### config.mk
export PLATFORM = sky130hd
export DESIGN_NAME = framed_byte_receiver_xor_check
export DESIGN_NICKNAME = d
export VERILOG_FILES = /design/src/rtl/fbrx_pkg.sv /design/src/rtl/fbrx_front.sv /design/src/rtl/fbrx_queue.sv /design/src/rtl/fbrx_back.sv /design/src/rtl/framed_byte_receiver_xor_check.sv
export SDC_FILE = /design/constraint.sdc
export NUM_CORES = 1
export LEC_CHECK = 0
export BUFFER_PORTS_ARGS = -buffer_cell sky130_fd_sc_hd__buf_2
export CORE_AREA = 3 3 242 244
export CTS_CLUSTER_SIZE = 30
export DETAILED_ROUTE_END_ITERATION = 10
export DIE_AREA = 0 0 245 247
export GPL_TIMING_DRIVEN = 1
export PLACE_DENSITY_LB_ADDON = 0.12
export SLEW_MARGIN = 0
export SYNTH_ARGS = -nofsm -noshare
export SYNTH_HDL_FRONTEND = slang
export SYNTH_SLANG_ARGS = --single-unit
export TNS_END_PERCENT = 10
### constraint.sdc
create_clock -name i_clk -period 4.9 [get_ports i_clk]
set_input_delay 0.98 -clock i_clk [delete_from_list [all_inputs] [get_ports i_clk]]
set_output_delay 0.98 -clock i_clk [all_outputs]
set_load 0.005 [all_outputs]
### src/rtl/fbrx_pkg.sv
// Shared types and constants of the framed byte receiver.
// Used by the parser, the result queue, the output stage and the top level.
package fbrx_pkg;

    localparam int BYTE_W      = 8;
    localparam int OUT_COUNT_W = 16;
    localparam int QUEUE_DEPTH = 4;

    localparam logic [BYTE_W-1:0] START_MARKER_RESET = 8'h02;
    localparam logic [BYTE_W-1:0] END_MARKER_RESET   = 8'h03;

    typedef enum logic {
        REG_START_MARKER = 1'b0,
        REG_END_MARKER   = 1'b1
    } t_reg_index;

    typedef enum logic [1:0] {
        KIND_PAYLOAD   = 2'd0,
        KIND_GOOD      = 2'd1,
        KIND_BAD_CHECK = 2'd2,
        KIND_BAD_END   = 2'd3
    } t_kind;

    typedef struct packed {
        t_kind                  kind;
        logic [BYTE_W-1:0]      payload_byte;
        logic [BYTE_W-1:0]      length_field;
        logic                   send_ack;
        logic [OUT_COUNT_W-1:0] good_frames;
        logic [OUT_COUNT_W-1:0] bad_frames;
    } t_result;

endpackage

### src/rtl/fbrx_front.sv
// Frame parser: accepts one byte per cycle while the queue is not full, tracks the frame phase
// and checksum, and pushes result records into the queue. Depends on fbrx_pkg.
module fbrx_front
    import fbrx_pkg::*;
#(
    parameter int COUNT_WIDTH = 16
) (
    input  logic              i_clk,
    input  logic              i_rst_n,
    input  logic              i_valid,
    output logic              o_stall,
    input  logic [BYTE_W-1:0] i_data_byte,
    input  logic              i_cfg_we,
    input  t_reg_index        i_cfg_index,
    input  logic [BYTE_W-1:0] i_cfg_data,
    input  logic              i_full,
    output logic              o_push,
    output t_result           o_result
);

    typedef enum logic [2:0] {
        PH_HUNT,
        PH_LEN,
        PH_DATA,
        PH_CHECK,
        PH_END
    } t_phase;

    t_phase                 r_phase, n_phase;
    logic [BYTE_W-1:0]      r_start, r_end;
    logic [BYTE_W-1:0]      r_len, n_len;
    logic [BYTE_W-1:0]      r_seen, n_seen;
    logic [BYTE_W-1:0]      r_xor, n_xor;
    logic [COUNT_WIDTH-1:0] r_good, n_good;
    logic [COUNT_WIDTH-1:0] r_bad, n_bad;
    logic                   accept;
    logic                   emit;

    assign o_stall = i_full;
    assign accept  = i_valid && !i_full;
    assign o_push  = accept && emit;

    always_comb begin
        n_phase  = r_phase;
        n_len    = r_len;
        n_seen   = r_seen;
        n_xor    = r_xor;
        n_good   = r_good;
        n_bad    = r_bad;
        emit     = 1'b0;
        o_result = '0;
        o_result.kind = KIND_PAYLOAD;
        case (r_phase)
            PH_HUNT: begin
                if (i_data_byte == r_start) begin
                    n_phase = PH_LEN;
                end
            end
            PH_LEN: begin
                n_len   = i_data_byte;
                n_seen  = '0;
                n_xor   = '0;
                n_phase = (i_data_byte == '0) ? PH_CHECK : PH_DATA;
            end
            PH_DATA: begin
                n_xor  = r_xor ^ i_data_byte;
                n_seen = r_seen + 1'b1;
                if (n_seen >= r_len) begin
                    n_phase = PH_CHECK;
                end
                emit = 1'b1;
                o_result.kind         = KIND_PAYLOAD;
                o_result.payload_byte = i_data_byte;
            end
            PH_CHECK: begin
                if (i_data_byte != r_xor) begin
                    n_bad   = r_bad + 1'b1;
                    n_phase = PH_HUNT;
                    emit    = 1'b1;
                    o_result.kind = KIND_BAD_CHECK;
                end else begin
                    n_phase = PH_END;
                end
            end
            PH_END: begin
                n_phase = PH_HUNT;
                emit    = 1'b1;
                if (i_data_byte != r_end) begin
                    n_bad = r_bad + 1'b1;
                    o_result.kind = KIND_BAD_END;
                end else begin
                    n_good = r_good + 1'b1;
                    o_result.kind     = KIND_GOOD;
                    o_result.send_ack = 1'b1;
                end
            end
            default: begin
                n_phase = PH_HUNT;
            end
        endcase
        o_result.length_field = r_len;
        o_result.good_frames  = OUT_COUNT_W'(n_good);
        o_result.bad_frames   = OUT_COUNT_W'(n_bad);
    end

    always_ff @(posedge i_clk) begin
        if (!i_rst_n) begin
            r_phase <= PH_HUNT;
            r_start <= START_MARKER_RESET;
            r_end   <= END_MARKER_RESET;
            r_len   <= '0;
            r_seen  <= '0;
            r_xor   <= '0;
            r_good  <= '0;
            r_bad   <= '0;
        end else begin
            if (i_cfg_we) begin
                case (i_cfg_index)
                    REG_START_MARKER: r_start <= i_cfg_data;
                    REG_END_MARKER:   r_end   <= i_cfg_data;
                    default: begin
                    end
                endcase
            end
            if (accept) begin
                r_phase <= n_phase;
                r_len   <= n_len;
                r_seen  <= n_seen;
                r_xor   <= n_xor;
                r_good  <= n_good;
                r_bad   <= n_bad;
            end
        end
    end

endmodule

### src/rtl/fbrx_queue.sv
// Short result queue between the parser and the output stage.
// Depends on fbrx_pkg for the record type and depth.
module fbrx_queue
    import fbrx_pkg::*;
(
    input  logic    i_clk,
    input  logic    i_rst_n,
    input  logic    i_push,
    input  t_result i_data,
    output logic    o_full,
    output logic    o_valid,
    input  logic    i_pop,
    output t_result o_data
);

    localparam int PTR_W = $clog2(QUEUE_DEPTH);
    localparam int CNT_W = $clog2(QUEUE_DEPTH + 1);

    t_result          r_mem [QUEUE_DEPTH];
    logic [PTR_W-1:0] r_wr_ptr, r_rd_ptr;
    logic [CNT_W-1:0] r_count;

    assign o_full  = (r_count == CNT_W'(QUEUE_DEPTH));
    assign o_valid = (r_count != '0);
    assign o_data  = r_mem[r_rd_ptr];

    always_ff @(posedge i_clk) begin
        if (i_push) begin
            r_mem[r_wr_ptr] <= i_data;
        end
    end

    always_ff @(posedge i_clk) begin
        if (!i_rst_n) begin
            r_wr_ptr <= '0;
            r_rd_ptr <= '0;
            r_count  <= '0;
        end else begin
            if (i_push) begin
                r_wr_ptr <= r_wr_ptr + 1'b1;
            end
            if (i_pop) begin
                r_rd_ptr <= r_rd_ptr + 1'b1;
            end
            if (i_push && !i_pop) begin
                r_count <= r_count + 1'b1;
            end else if (!i_push && i_pop) begin
                r_count <= r_count - 1'b1;
            end
        end
    end

endmodule

### src/rtl/fbrx_back.sv
// Output stage: moves records from the queue into the output register
// and holds them while the consumer stalls. Depends on fbrx_pkg.
module fbrx_back
    import fbrx_pkg::*;
(
    input  logic    i_clk,
    input  logic    i_rst_n,
    input  logic    i_valid,
    input  t_result i_data,
    output logic    o_pop,
    output logic    o_valid,
    input  logic    i_stall,
    output t_result o_data
);

    logic    r_valid;
    t_result r_data;

    assign o_pop   = i_valid && (!r_valid || !i_stall);
    assign o_valid = r_valid;
    assign o_data  = r_data;

    always_ff @(posedge i_clk) begin
        if (!i_rst_n) begin
            r_valid <= 1'b0;
        end else if (o_pop) begin
            r_valid <= 1'b1;
        end else if (!i_stall) begin
            r_valid <= 1'b0;
        end
    end

    always_ff @(posedge i_clk) begin
        if (o_pop) begin
            r_data <= i_data;
        end
    end

endmodule

### src/rtl/framed_byte_receiver_xor_check.sv
// Framed byte receiver with XOR checksum: start marker, length, payload, checksum, end marker.
// Throughput is one byte per cycle; the input stalls only once the consumer has held off
// long enough to fill the four-entry result queue behind the output register.
// A result is written into the result queue when its byte is accepted and is then moved into
// the output register, from which the consumer takes it; the queue has no bypass path.
// Synchronous active-low reset returns the parser to hunting, clears the counters
// and restores the start and end markers to 0x02 and 0x03.
module framed_byte_receiver_xor_check
    import fbrx_pkg::*;
#(
    parameter int COUNT_WIDTH = 16
) (
    input  logic                   i_clk,
    input  logic                   i_rst_n,
    input  logic                   i_in_valid,
    output logic                   o_in_stall,
    input  logic [BYTE_W-1:0]      i_data_byte,
    output logic                   o_out_valid,
    input  logic                   i_out_stall,
    output logic [1:0]             o_kind,
    output logic [BYTE_W-1:0]      o_payload_byte,
    output logic [BYTE_W-1:0]      o_length_field,
    output logic                   o_send_ack,
    output logic [OUT_COUNT_W-1:0] o_good_frames,
    output logic [OUT_COUNT_W-1:0] o_bad_frames,
    input  logic                   i_cfg_we,
    input  logic                   i_cfg_index,
    input  logic [BYTE_W-1:0]      i_cfg_data
);

    logic    push, full, q_valid, pop;
    t_result front_res, q_res, out_res;

    fbrx_front #(
        .COUNT_WIDTH(COUNT_WIDTH)
    ) u_front (
        .i_clk       (i_clk),
        .i_rst_n     (i_rst_n),
        .i_valid     (i_in_valid),
        .o_stall     (o_in_stall),
        .i_data_byte (i_data_byte),
        .i_cfg_we    (i_cfg_we),
        .i_cfg_index (t_reg_index'(i_cfg_index)),
        .i_cfg_data  (i_cfg_data),
        .i_full      (full),
        .o_push      (push),
        .o_result    (front_res)
    );

    fbrx_queue u_queue (
        .i_clk   (i_clk),
        .i_rst_n (i_rst_n),
        .i_push  (push),
        .i_data  (front_res),
        .o_full  (full),
        .o_valid (q_valid),
        .i_pop   (pop),
        .o_data  (q_res)
    );

    fbrx_back u_back (
        .i_clk   (i_clk),
        .i_rst_n (i_rst_n),
        .i_valid (q_valid),
        .i_data  (q_res),
        .o_pop   (pop),
        .o_valid (o_out_valid),
        .i_stall (i_out_stall),
        .o_data  (out_res)
    );

    assign o_kind         = out_res.kind;
    assign o_payload_byte = out_res.payload_byte;
    assign o_length_field = out_res.length_field;
    assign o_send_ack     = out_res.send_ack;
    assign o_good_frames  = out_res.good_frames;
    assign o_bad_frames   = out_res.bad_frames;

endmodule
# Word level (Yosys, flattened, before mapping)
# Memory sizes are Yosys's and may differ from the RTL's. A register that Yosys moved wholly into a read port is not among the register bits.
# Index checks and enable logic that the tools add are counted.
# Widths: inputs -> output; s select.
[totals]
register_bits = 83
latch_bits = 0
mem_bits_rw = 204
mem_bits_ro = 0
elab_cells = 82
n_memories = 1
[op_classes]
n_addsub = 7
multipliers = 0
div = 0
order_cmp = 1
n_eq_ne = 11
shifts = 0
muxes = 26
bitwise_logic = 2
reduce_logical = 22
[memory_table]
columns = ["name", "depth", "word_bits", "rd", "rd_clocked_by_memory_dff", "write_ports", "line", "text"]
rows = [
  ["u_queue.r_mem", 4, 51, 1, 1, 1, "fbrx_queue.sv:19", "t_result r_mem [QUEUE_DEPTH];"],
]
[op_table]
columns = ["op", "n"]
rows = [
  ["$mux 16", 4],
  ["$add 16x1->16 const B", 2],
  ["$pmux 16 s2", 1],
  ["$pmux 8 s2", 2],
  ["$ne 8x8->1", 2],
  ["$mux 3", 5],
  ["$pmux 3 s4", 1],
  ["$add 8x1->8 const B", 1],
  ["$eq 8x8->1", 1],
  ["$ge 8x8->1", 1],
  ["$logic_not 8->1", 1],
  ["$mux 1", 8],
  ["$mux 8", 1],
  ["$reduce_and 2->1", 4],
  ["$xor 8x8->8", 1],
  ["$eq 3x2->1 const B", 2],
  ["$eq 3x3->1 const B", 2],
  ["$ne 2x1->1 const B", 3],
  ["$logic_and 1x1->1", 5],
  ["$logic_not 1->1", 5],
  ["$add 2x1->2 const B", 2],
  ["$mux 2", 2],
  ["$pmux 2 s2", 1],
  ["$reduce_bool 2->1", 2],
  ["10 further kinds", 10],
]

# Longest topological paths before layout
[depth]
ltp_word = 8
ltp_mapped = 11

# Cells and area by module
# A second synthesis with hierarchy kept.
[hier_totals]
cells_unflattened = 920
area_unflattened_um2 = 13843.3
[modules_own_cells]
columns = ["module", "n_inst", "cells_per_inst", "area_per_inst_um2"]
rows = [
  ["fbrx_queue", 1, 310, 7865.0],
  ["fbrx_front", 1, 555, 4408.0],
  ["fbrx_back", 1, 55, 1570.3],
]

# Worst setup path after synthesis
# No wires, ideal clock.
[synth_path]
kind = "input -> register"
start = "input port i_out_stall"
end = "register u_queue.r_count[2]"
setup_time_ns = 0.070
t_arrival_ns = 4.801
required_ns = 4.830
slack_ns = 0.029
path_stages = 8
cell_sequence = "a21oi_1 inv_1 ha_1 inv_1 fa_1 xor2_1 or3_1 a21oi_1"
[synth_via]
elab_chain_cells = 6
[synth_rtl]
columns = ["item", "line", "text"]
rows = [
  ["start, declared", "framed_byte_receiver_xor_check.sv:19", "input logic i_out_stall,"],
  ["$logic_not 1->1 *", "fbrx_back.sv:19", "assign o_pop = i_valid && (!r_valid || !i_stall);"],
  ["$logic_or 1x1->1 *", "fbrx_back.sv:19", ""],
  ["$logic_and 1x1->1 *", "fbrx_back.sv:19", ""],
  ["$logic_not 1->1", "fbrx_queue.sv:45", "if (i_push && !i_pop) begin"],
  ["$logic_and 1x1->1", "fbrx_queue.sv:45", ""],
  ["$mux 3 / $reduce_bool 2->1 (equally long branches)", "--", ""],
  ["end signal, assigned", "fbrx_queue.sv:46", "r_count <= r_count + 1'b1;"],
  ["end signal, assigned", "fbrx_queue.sv:48", "r_count <= r_count - 1'b1;"],
  ["end, declared", "fbrx_queue.sv:21", "logic [CNT_W-1:0] r_count;"],
]
# Mark *: on every way between the ends. The rest lies on a longest branch, timed or not.
# A chain may end at the register's enable or synchronous reset.

# Final worst setup path
[layout_path]
start = "register u_queue.r_count[0]"
end = "register u_queue.r_count[2]"
[layout_via]
elab_chain_cells = 7
[layout_rtl]
columns = ["item", "line", "text"]
rows = [
  ["$eq 3x3->1 *", "fbrx_queue.sv:23", "assign o_full = (r_count == CNT_W'(QUEUE_DEPTH));"],
  ["$logic_not 1->1 *", "fbrx_front.sv:40", "assign accept = i_valid && !i_full;"],
  ["$logic_and 1x1->1 *", "fbrx_front.sv:40", ""],
  ["$logic_and 1x1->1 *", "fbrx_front.sv:41", "assign o_push = accept && emit;"],
  ["net push", "framed_byte_receiver_xor_check.sv:31", "logic push, full, q_valid, pop;"],
  ["$logic_not 1->1", "fbrx_queue.sv:47", "end else if (!i_push && i_pop) begin"],
  ["$logic_and 1x1->1", "fbrx_queue.sv:47", ""],
  ["$reduce_bool 2->1 (no source line)", "--", ""],
]
# Mark *: on every way through the listed nets, which the timed path passes. The rest lies on a longest branch. The select of a mux whose other input is x is not followed.

==> run summary <==
STA puts the critical path data arrival time at 3700 ps. The synthesized netlist occupies a cell area of 14100 sq um. A synthesized cell averages 14.4 sq um. The logs give 36000 um for the final wirelength and 66.0% for the sequential element share of the synthesized area. The combinational cell fraction of total power was 14.2%. For the hold buffer count at CTS, the log shows 0. TritonCTS built the clock tree. For the remaining max-slew budget at the tightest pin, the log shows 33.1%. Derived from the worst setup path, the maximum achievable clock frequency is 0.311 GHz. The number of nets in the synthesized netlist was 1019. The cell internal power dissipation is 5.64 mW. The tools report the sequential cell fraction of total power as 47.4%. Using the TritonRoute via totals, the vias-per-cell ratio works out to 4.41.

The tool flagged a number of max-cap violations equal to 0. For the number of design rule violations left after detail routing, the log shows 0. In the synthesized netlist the dominant register cell turns out to be sky130_fd_sc_hd__edfxtp_1. The y dimension of the die came out at 247 um.

In this run the worst path has a maximum fanout of 27. VDD sags by at most 0.216 mV. Cells fill 29.3% of the core in the end. The H-tree was split into 2 levels. Setup total negative slack on the finished layout was measured at 0 ps. The tools report the global-route wire length before repair as 54800 um. The flow ran to the end, and the final reports show no timing, DRC or antenna violations. The library cell used most frequently in the layout, excluding fill and tap cells, is sky130_fd_sc_hd__edfxtp_1.

The number of distinct library cell variants in the gate-level netlist after synthesis is 62, and the number of setup buffers added after CTS is 0. The clock root buffer is sky130_fd_sc_hd__clkbuf_16. Setup violations remaining at the end of the flow were counted as 0. For this design the total switching power over the nets is 1.91 mW. The instance count of the mapped netlist is 980. The number of global-route vias before repair was 8443; the fraction of synthesis flops using an asynchronous set or reset pin was 0%. In this run the worst hold path is classified as reg -> reg. The worst path uses 65.6% of the clock period.

For the number of max-slew violations in the final report, the log shows 0. In the final design database the tool counted 1090 nets. Counting every sink on the clock net gives 338. Share of power burned in the clock network: 38.4%. Setup repair after global routing left no endpoint under its margin. Largest net degree at the start of global routing: 54. Critical path launch point type: a register. The tools report the number of nets with antenna violations after routing as 0. The area growth from synthesis to layout is 17.4%.

The synthesized design contains 338 register bits. The run gives 75 as the top-level port count. The overall via count from detail_route is 8111.

The run gives 0 as the yosys synthesis warning count. The startpoint identified for the worst hold timing path is u_front.r_xor[4]. Counting I/O delays and the setup requirement, the final critical path takes 3210 ps.

Width of the die: 245 um. In the final routed layout, each cell accounts on average for 19.6 um. The tools report the overall routing resource usage as 12.1%. At the pin with the least slew margin, the transition time is 993 ps. The switching fraction of total power is 25.3%. In the layout the commonest cells are sky130_fd_sc_hd__edfxtp_1, sky130_fd_sc_hd__nand2_1, sky130_fd_sc_hd__dfxtp_1. The number of buffers on the longest clock path is 3. For this design the ratio of total power to cell area is 455 nW/um^2.

Number of core rows: 87. Global routing finished with a remaining overflow of 0. The initial utilization of the core area, before any placement, comes to 25.0%. STA classifies the critical path endpoint as a register.

In this run the critical register-to-register path is launched from u_queue.r_count[0]. The run gives 0.765 as the placer's final routability congestion estimate. 0 antenna diodes ended up in the layout. The clock-pin slew reported for the worst setup and hold paths after clock tree synthesis works out to 50 ps.

The critical path is of the reg -> reg type. The logs give 33.0 ps for the clock skew and 570 ps for the clock latency at the later pin of the worst-skew pair. For this block, the initial DRC count from the detailed router was 416.

The post-CTS resize count was 0. The floorplan step defined a core boundary enclosing 56500 sq um. Counting the buffers created by CTS gives 40.

The tools report the worst setup path startpoint as u_queue.r_count[0]. The floorplan die area was 60500 sq um; the half-perimeter wire length of the detailed placement result was 22800 um. For this design the static power due to leakage is 5.65 nW. The first detailed-routing pass ran for 5 iterations.

Buffers placed on the I/O ports in this run total 74. For the worst setup path, the data required time is 5390 ps. The initial antenna violation count was 1; the fraction of final layout cells sized beyond drive strength 1 was 20.9%. The final number of hold-violating endpoints is 0. The number of enable flip-flop cells after synthesis came out at 255.
[power groups by stage]
stage	registers (mW)	logic, mW	clock network [mW]
after CTS	3.60	1.12	3.02
after floorplan	3.56	0.544	0
after global placement	3.65	1.12	0
after global routing	3.62	1.18	3.13
final	3.57	1.07	2.90
after detailed placement	3.65	1.12	0
[cells in the mapped netlist (13+ instances only)]
library cell               count  area (sq um)
sky130_fd_sc_hd__buf_2        17          85.1
sky130_fd_sc_hd__a21oi_1      49           245
sky130_fd_sc_hd__mux2i_1      27           270
sky130_fd_sc_hd__xnor2_1      42           368
sky130_fd_sc_hd__and2_1       17           106
sky130_fd_sc_hd__o211ai_1     13          97.6
sky130_fd_sc_hd__xor2_1       24           210
sky130_fd_sc_hd__edfxtp_1    255          7660
sky130_fd_sc_hd__ha_1         16           200
sky130_fd_sc_hd__nand4_1      20           125
sky130_fd_sc_hd__nand3_1      26           130
sky130_fd_sc_hd__o21ai_0      31           155
sky130_fd_sc_hd__nor2_1       33           124
sky130_fd_sc_hd__nand2_1      98           368
sky130_fd_sc_hd__mux4_2       51          1150
sky130_fd_sc_hd__inv_1        18          67.6
sky130_fd_sc_hd__nand2b_1     17           106
sky130_fd_sc_hd__clkbuf_1     29           109
sky130_fd_sc_hd__dfxtp_1      83          1660
[routing by layer]
layer	up-vias	track usage [%]	part of all wire [%]
met1	4086	16.5	48
met3	52	2.79	4.4
met2	141	19.4	46
met5	-	0	0.036
li1	3830	-	-
met4	2	3.44	2.0
[stage by stage]
step           total power, mW  area [sq um]  worst slack [ps]  hold slack (ps)  cells
3_3_place_gp              4.77         15300              1290              464   1765
2_1_floorplan             4.11         14100              29.0              448    980
4_1_cts                   7.74         16600              1630              481   1839
5_1_grt                   7.93         16600              1420              512   1839
3_5_place_dp              4.77         15300              1260              473   1765
6_report                  7.54         16600              1690              482   1839
[sequential cells by signal (all words and copies together) (netlist names)]
signal	flops
u_front.r_seen	8
u_front.r_end	8
u_front.r_xor	8
u_queue.r_mem	204
u_front.r_start	8
u_queue.r_wr_ptr	2
u_queue.r_rd_ptr	2
u_front.r_len	8
u_back.o_valid	1
u_front.r_good	16
u_front.r_bad	16
u_queue.r_count	3
u_back.o_data	51
u_front.r_phase	3
[worst max-delay path: stages, from the launching register on]
cell	delay [ps]
sky130_fd_sc_hd__dfxtp_1	410
sky130_fd_sc_hd__or3b_1	250
sky130_fd_sc_hd__inv_1	180
sky130_fd_sc_hd__nor2_2	110
sky130_fd_sc_hd__buf_4	320
sky130_fd_sc_hd__nand3b_1	120
sky130_fd_sc_hd__o21ai_1	450
sky130_fd_sc_hd__ha_1	280
sky130_fd_sc_hd__inv_1	60
sky130_fd_sc_hd__fa_1	370
sky130_fd_sc_hd__xor2_1	180
sky130_fd_sc_hd__or3_1	310
sky130_fd_sc_hd__a21oi_1	130
[worst paths after layout]
kind,to,slack (ps),cells after the start
worst max-delay path,u_queue.r_count[2],1690,12
worst max register to register,u_queue.r_count[2],1690,12
worst min register to register,u_front.r_xor[4],480,2
worst min-delay path,u_front.r_xor[4],480,2
[area by class of cell]
class	instances	area, sq um
clock buffers	59	1140
clock inverters	15	139
fillers	5626	39900
inverters	21	78.8
multi-input cells	562	4460
flip-flops and latches	338	9320
well taps	756	946
repair buffers	88	475
[cell families (layout without fill, tap and decap cells)]
| logic type | after synthesis | in the layout | synth area share (%) |
|---|---|---|---|
| compound gates | 123 | 123 | 5.26 |
| simple gates | 276 | 276 | 10.2 |
| buf+inv | 80 | 183 | 2.52 |
| fa+ha+maj | 17 | 17 | 1.56 |
| flops | 338 | 338 | 66.0 |
| mux | 79 | 79 | 10.2 |
| xor+xnor | 67 | 67 | 4.21 |
Note: power is estimated with default switching activity, not from simulation.
